### config.mk
export PLATFORM = sky130hd
export DESIGN_NAME = isort_cell
export DESIGN_NICKNAME = d
export VERILOG_FILES = /design/src/design/isort_pkg.sv /design/src/design/isort_cell.sv
export SDC_FILE = /design/constraint.sdc
export NUM_CORES = 1
export LEC_CHECK = 0
export ABC_AREA = 1
export BUFFER_PORTS_ARGS = -buffer_cell sky130_fd_sc_hd__buf_2
export CORE_ASPECT_RATIO = 1.25
export CORE_MARGIN = 4
export CORE_UTILIZATION = 48
export DETAILED_ROUTE_END_ITERATION = 16
export HOLD_SLACK_MARGIN = 0.12
export PLACE_DENSITY = 0.93
export SYNTH_ARGS = -nofsm -noshare
export SYNTH_HDL_FRONTEND = slang
export SYNTH_SLANG_ARGS = --single-unit
export TNS_END_PERCENT = 30
### constraint.sdc
create_clock -name aclk -period 7.9 [get_ports aclk]
set_input_delay 1.185 -clock aclk [delete_from_list [all_inputs] [get_ports aclk]]
set_output_delay 1.185 -clock aclk [all_outputs]
set_load 0.05 [all_outputs]
### src/design/isort_pkg.sv
`timescale 1ns / 1ps
// ----------------------------------------------------------------------------
// isort_pkg
// Shared constants and types of the insertion sorter: store depth, data and
// counter widths, the sorter states, the cell control word and the link between neighboring cells.
// ----------------------------------------------------------------------------
package isort_pkg;

    localparam int MAX_ITEMS = 64;
    localparam int DATA_W    = 32;
    localparam int CNT_W     = $clog2(MAX_ITEMS + 1);

    typedef enum logic [0:0] {
        ST_IDLE,
        ST_DRAIN
    } sorter_state_t;

    // Broadcast to every cell in a cycle.
    typedef struct packed {
        logic                     insert;
        logic                     shift;
        logic signed [DATA_W-1:0] din;
    } cell_ctl_t;

    // Passed from a cell to its right-hand neighbor.
    typedef struct packed {
        logic                     gt;
        logic                     occ;
        logic signed [DATA_W-1:0] value;
    } link_t;

endpackage

### src/design/isort_cell.sv
`timescale 1ns / 1ps
// ----------------------------------------------------------------------------
// isort_cell
// One slot of the sorted chain. On insert it compares the new value with its
// own, and keeps, takes the new value, or takes its left neighbor's value. On
// drain it takes its right neighbor's value.
// ----------------------------------------------------------------------------
module isort_cell (
    input  logic                                 aclk,
    input  isort_pkg::cell_ctl_t                 ctl,
    input  isort_pkg::link_t                     left_in,
    input  logic signed [isort_pkg::DATA_W-1:0]  right_value,
    input  logic                                 occ,
    output isort_pkg::link_t                     right_out,
    output logic signed [isort_pkg::DATA_W-1:0]  value_out
);
    import isort_pkg::*;

    logic signed [DATA_W-1:0] value_reg;
    logic signed [DATA_W-1:0] value_next;
    logic                     gt;

    // Strictly greater keeps equal values in arrival order.
    assign gt = occ && (value_reg > ctl.din);

    always_comb begin
        value_next = value_reg;
        if (ctl.shift) begin
            value_next = right_value;
        end else if (ctl.insert) begin
            if (left_in.gt) begin
                value_next = left_in.value;
            end else if (gt || (!occ && left_in.occ)) begin
                value_next = ctl.din;
            end
        end
    end

    always_ff @(posedge aclk) begin
        value_reg <= value_next;
    end

    assign right_out.gt    = gt;
    assign right_out.occ   = occ;
    assign right_out.value = value_reg;
    assign value_out       = value_reg;

endmodule

Word level (Yosys, flattened, before mapping) --
Cells that the tools add are included. W data, S select, Z words.
Storage, ports and cells: bits in read-only memories 0, output and inout port bits 66, word-level logic and storage cells 13, latch bits 0, register bits after elaboration 32, memory bits (writable) 0, memories kept 0
Operators by class: reductions and logical operators 7, equal/unequal tests 0, $add $sub $neg 0, muxes and demuxes 4, order comparisons 1, divide/modulo/power cells 0, bitwise operators 0, shift operators 0, multipliers 0
Operators with widths (count):
- $mux W32 | 4
- $gt A32 B32 Y1 | 1
- $reduce_bool A3 Y1 | 1
- $logic_and A1 B1 Y1 | 2
- $reduce_and A2 Y1 | 1
- $reduce_bool A2 Y1 | 1
- $logic_not A1 Y1 | 1
- $logic_or A1 B1 Y1 | 1

Logic depth before layout (Yosys ltp) --
word-level depth 7, mapped depth 18

Least setup slack after synthesis --
OpenSTA, ideal clock, no wires.
path type input port to output port, start in ctl[21] (netlist name), end out right_out[33] (netlist name), path buffers 1, data required time 6715 ps, cell stages on the path 12, arrival 2398 ps, setup slack 4317 ps, path through inv_1 -> ha_1 -> a21oi_1 -> nor2_1 -> nor2_1 -> nand3_2 -> a21oi_2 -> nand3_1 -> nand2_1 -> nand2_2 -> inv_1 -> buf_4
Between the ends: word-level cells in the longest chain between the ends 2
RTL lines:
- start: declaration | RTL line isort_cell.sv:10 | input isort_pkg::cell_ctl_t ctl,
- $gt A32 B32 Y1 | RTL line isort_cell.sv:24 | assign gt = occ && (value_reg > ctl.din);
- $logic_and A1 B1 Y1 | RTL line isort_cell.sv:24
- end: declaration | RTL line isort_cell.sv:14 | output isort_pkg::link_t right_out,
No other way between the ends.

==> summary.txt <==
Floorplan
  • Chip Width: 76.0 µm
  • Core box area: 5520 µm²
  • Die height: 93.0 µm
  • Starting Density: 50.2%
  • I/O pin total: 168
  • Die area: 7060 µm²
  • Site Rows: 30

Synth
  • Most common cell in the synthesized netlist: a21oi_1
  • Syn Std Cell Area: 2770 µm²
  • Area share of the largest cell type after synthesis: 34.7%
  • Synth async-reset ratio: 0%
  • Post-synthesis cell type count: 22
  • Synth Instances: 365
  • Mean Syn Cell Area: 7.59 µm²
  • Top post-synthesis cells by count: 76 x a21oi_1, 72 x nand2_1, 43 x inv_1
  • Ys flop type: edfxtp_1
  • Post-Syn Nets: 499
  • Area leader, netlist: edfxtp_1
  • Yosys reg bits: 32
  • Seq/Total Area, Yosys: 34.7%
  • YS warnings: 0
  • Number of synthesized flops with an enable pin: 32
  • Synth area leaders: edfxtp_1 35%, ha_1 14%, a21oi_1 14%, nand2_1 9.8%, buf_4 9.2%

CTS
  • Clk_lat worst skew: 0.28 ns
  • Post-CTS setup buffers: 0
  • CTS Root Cell: clkbuf_8
  • Cts bufs inserted: 5
  • Clock transition at the registers of the reported paths: 0.07 ns
  • Clock sink count: 32
  • CTS-repair resized insts: 0
  • Clock Path Buffers: 2
  • Hold_buf cts: 0
  • CTS H-Tree Depth: 2
  • CTS tree: yes

STA
  • Final slew viol count: 0
  • Final setup fails: 0
  • Setup Skew: 0.00385 ns
  • TNS Setup: 0 ns
  • Min Tclk post-route: 3.93 ns
  • Fmax: 254 MHz
  • Worst slew pin tran: 1.09 ns
  • Worst rel slew slack: 27.1%
  • Final hold vios: 0
  • Final worst slack: 3.97 ns
  • Period utilisation layout: 49.8%
  • Unrepaired setup endpoints after global routing: no

Routing
  • Avg WL per Cell: 14.6 µm
  • DRC: 0
  • Metal2 WL: 4.39 mm
  • Highest routed layer: met4
  • Vias per cell: 5.14
  • WL met3: 571 µm
  • Vias: 2864
  • M1 WL: 2.96 mm
  • First-pass DRT Iterations: 4
  • Final wirelength: 8.12 mm
  • DRT iter0 DRCs: 167
  • Number of routed nets with antenna violations: 0

Placement
  • Port Buffers: 167
  • Place WS: 3.96 ns
  • Gp weighted congestion: 0.848
  • Cell count after placement: 549
  • Dpl hpwl: 6.31 mm

Worst setup path
  • Crit Path Max Fanout: 2
  • Worst Setup End Kind: primary output
  • Startpoint types: primary input
  • FF-to-FF setup slack: 5.09 ns
  • Classification of the worst setup path: in -> out
  • CP arrival: 2.75 ns
  • Crit path required time: 6.71 ns

Pwr
  • Cell Pwr Density: 184 nW/µm²
  • P_leak: 1.90 nW
  • Peak VDD IR: 89.9 µV
  • Final Power: 0.638 mW

Final layout
  • Layout area overhead: 25.4%
  • Max FFs per register: 32
  • Final Util: 63.0%
  • Layout cells sized above 1: 37.5%
  • N_diodes: 0
  • Number of fill cells in the layout: 477
  • Nets: 626
  • Cell Count, Final, Fillers Out: 557

Job
  • Max cap viols: 0

Min path
  • Hold Path Class: in -> reg

Run status
  • Status: completed

GRT
  • Largest net degree at the start of global routing: 36
  • Vias in the first global route: 2833
  • First-pass GRT wire length: 12.7 mm
  • Antenna violations before repair: 0
  • Grt total ovfl: 0
  • GRT Overall Usage: 21.8%
## routing by layer
metal,GRT usage (%),vias to the layer above
li1,-,1415
met1,23.1,1289
met4,9.79,0
met2,41.8,140
met5,0,-
met3,3.31,20
## cell usage in the layout (no fill, tap or decap), types with 3 or more instances in the layout
| cell | n |
|---|---|
| nor2_1 | 42 |
| nor2_2 | 3 |
| buf_2 | 167 |
| ha_1 | 32 |
| edfxtp_1 | 32 |
| nand2_1 | 72 |
| clkbuf_8 | 5 |
| a21oi_1 | 76 |
| inv_1 | 43 |
## final cells by class
type	count	area, µm²	share of cell area (%)
clock buffers	7	76.3	2.20
clock inverters	1	3.75	0.108
inverters	46	173	4.97
multi-input cells	239	1340	38.5
flip-flops and latches	32	961	27.7
well taps	64	80.1	2.30
repair buffers	168	843	24.3
## cell families (layout without fill, tap and decap cells)
family	Yosys count	after routing	share of synthesized area, %
AOI/OAI and AO/OA	83	83	15.6
adders and majority gates	32	32	14.4
buffers and inverters	94	222	17.3
DFF	32	32	34.7
and+or+nand+nor	124	124	18.0
## where the power goes
part           switching, mW  total (mW)  leakage, nW  internal (mW)
sequential            0.0136       0.225        0.317          0.211
combinational          0.212       0.291         1.55         0.0788
clock                 0.0611       0.122       0.0399         0.0614
total                  0.287       0.638         1.90          0.351
## critical path: stages
cell and delay, ns:
buf_2 0.09, inv_1 0.05, ha_1 0.32, a21oi_1 0.18, nor2_1 0.05, nor2_1 0.11, nand3_2 0.08, a21oi_2 0.14
nand3_1 0.09, nand2_1 0.08, nand2_2 0.07, inv_1 0.05, buf_2 0.25
## per-stage QoR
| step | hold slack, ns | area [µm²] |
|---|---|---|
| 2_1_floorplan | 1.41 | 2770 |
| 3_3_place_gp | 1.35 | 3390 |
| 3_5_place_dp | 1.37 | 3390 |
| 4_1_cts | 1.22 | 3470 |
| 5_1_grt | 1.25 | 3470 |
| 6_report | 1.23 | 3470 |
## final timing paths
kind | start | end | depth (start not counted)
setup / recovery | ctl[21] | right_out[33] | 13
hold / removal | right_value[19] | value_out[19]$_DFFE_PP_ | 3
setup reg to reg | value_out[21]$_DFFE_PP_ | value_out[1]$_DFFE_PP_ | 10
hold reg to reg | value_out[31]$_DFFE_PP_ | value_out[22]$_DFFE_PP_ | 6
Note: power is estimated with default switching activity, not from simulation.
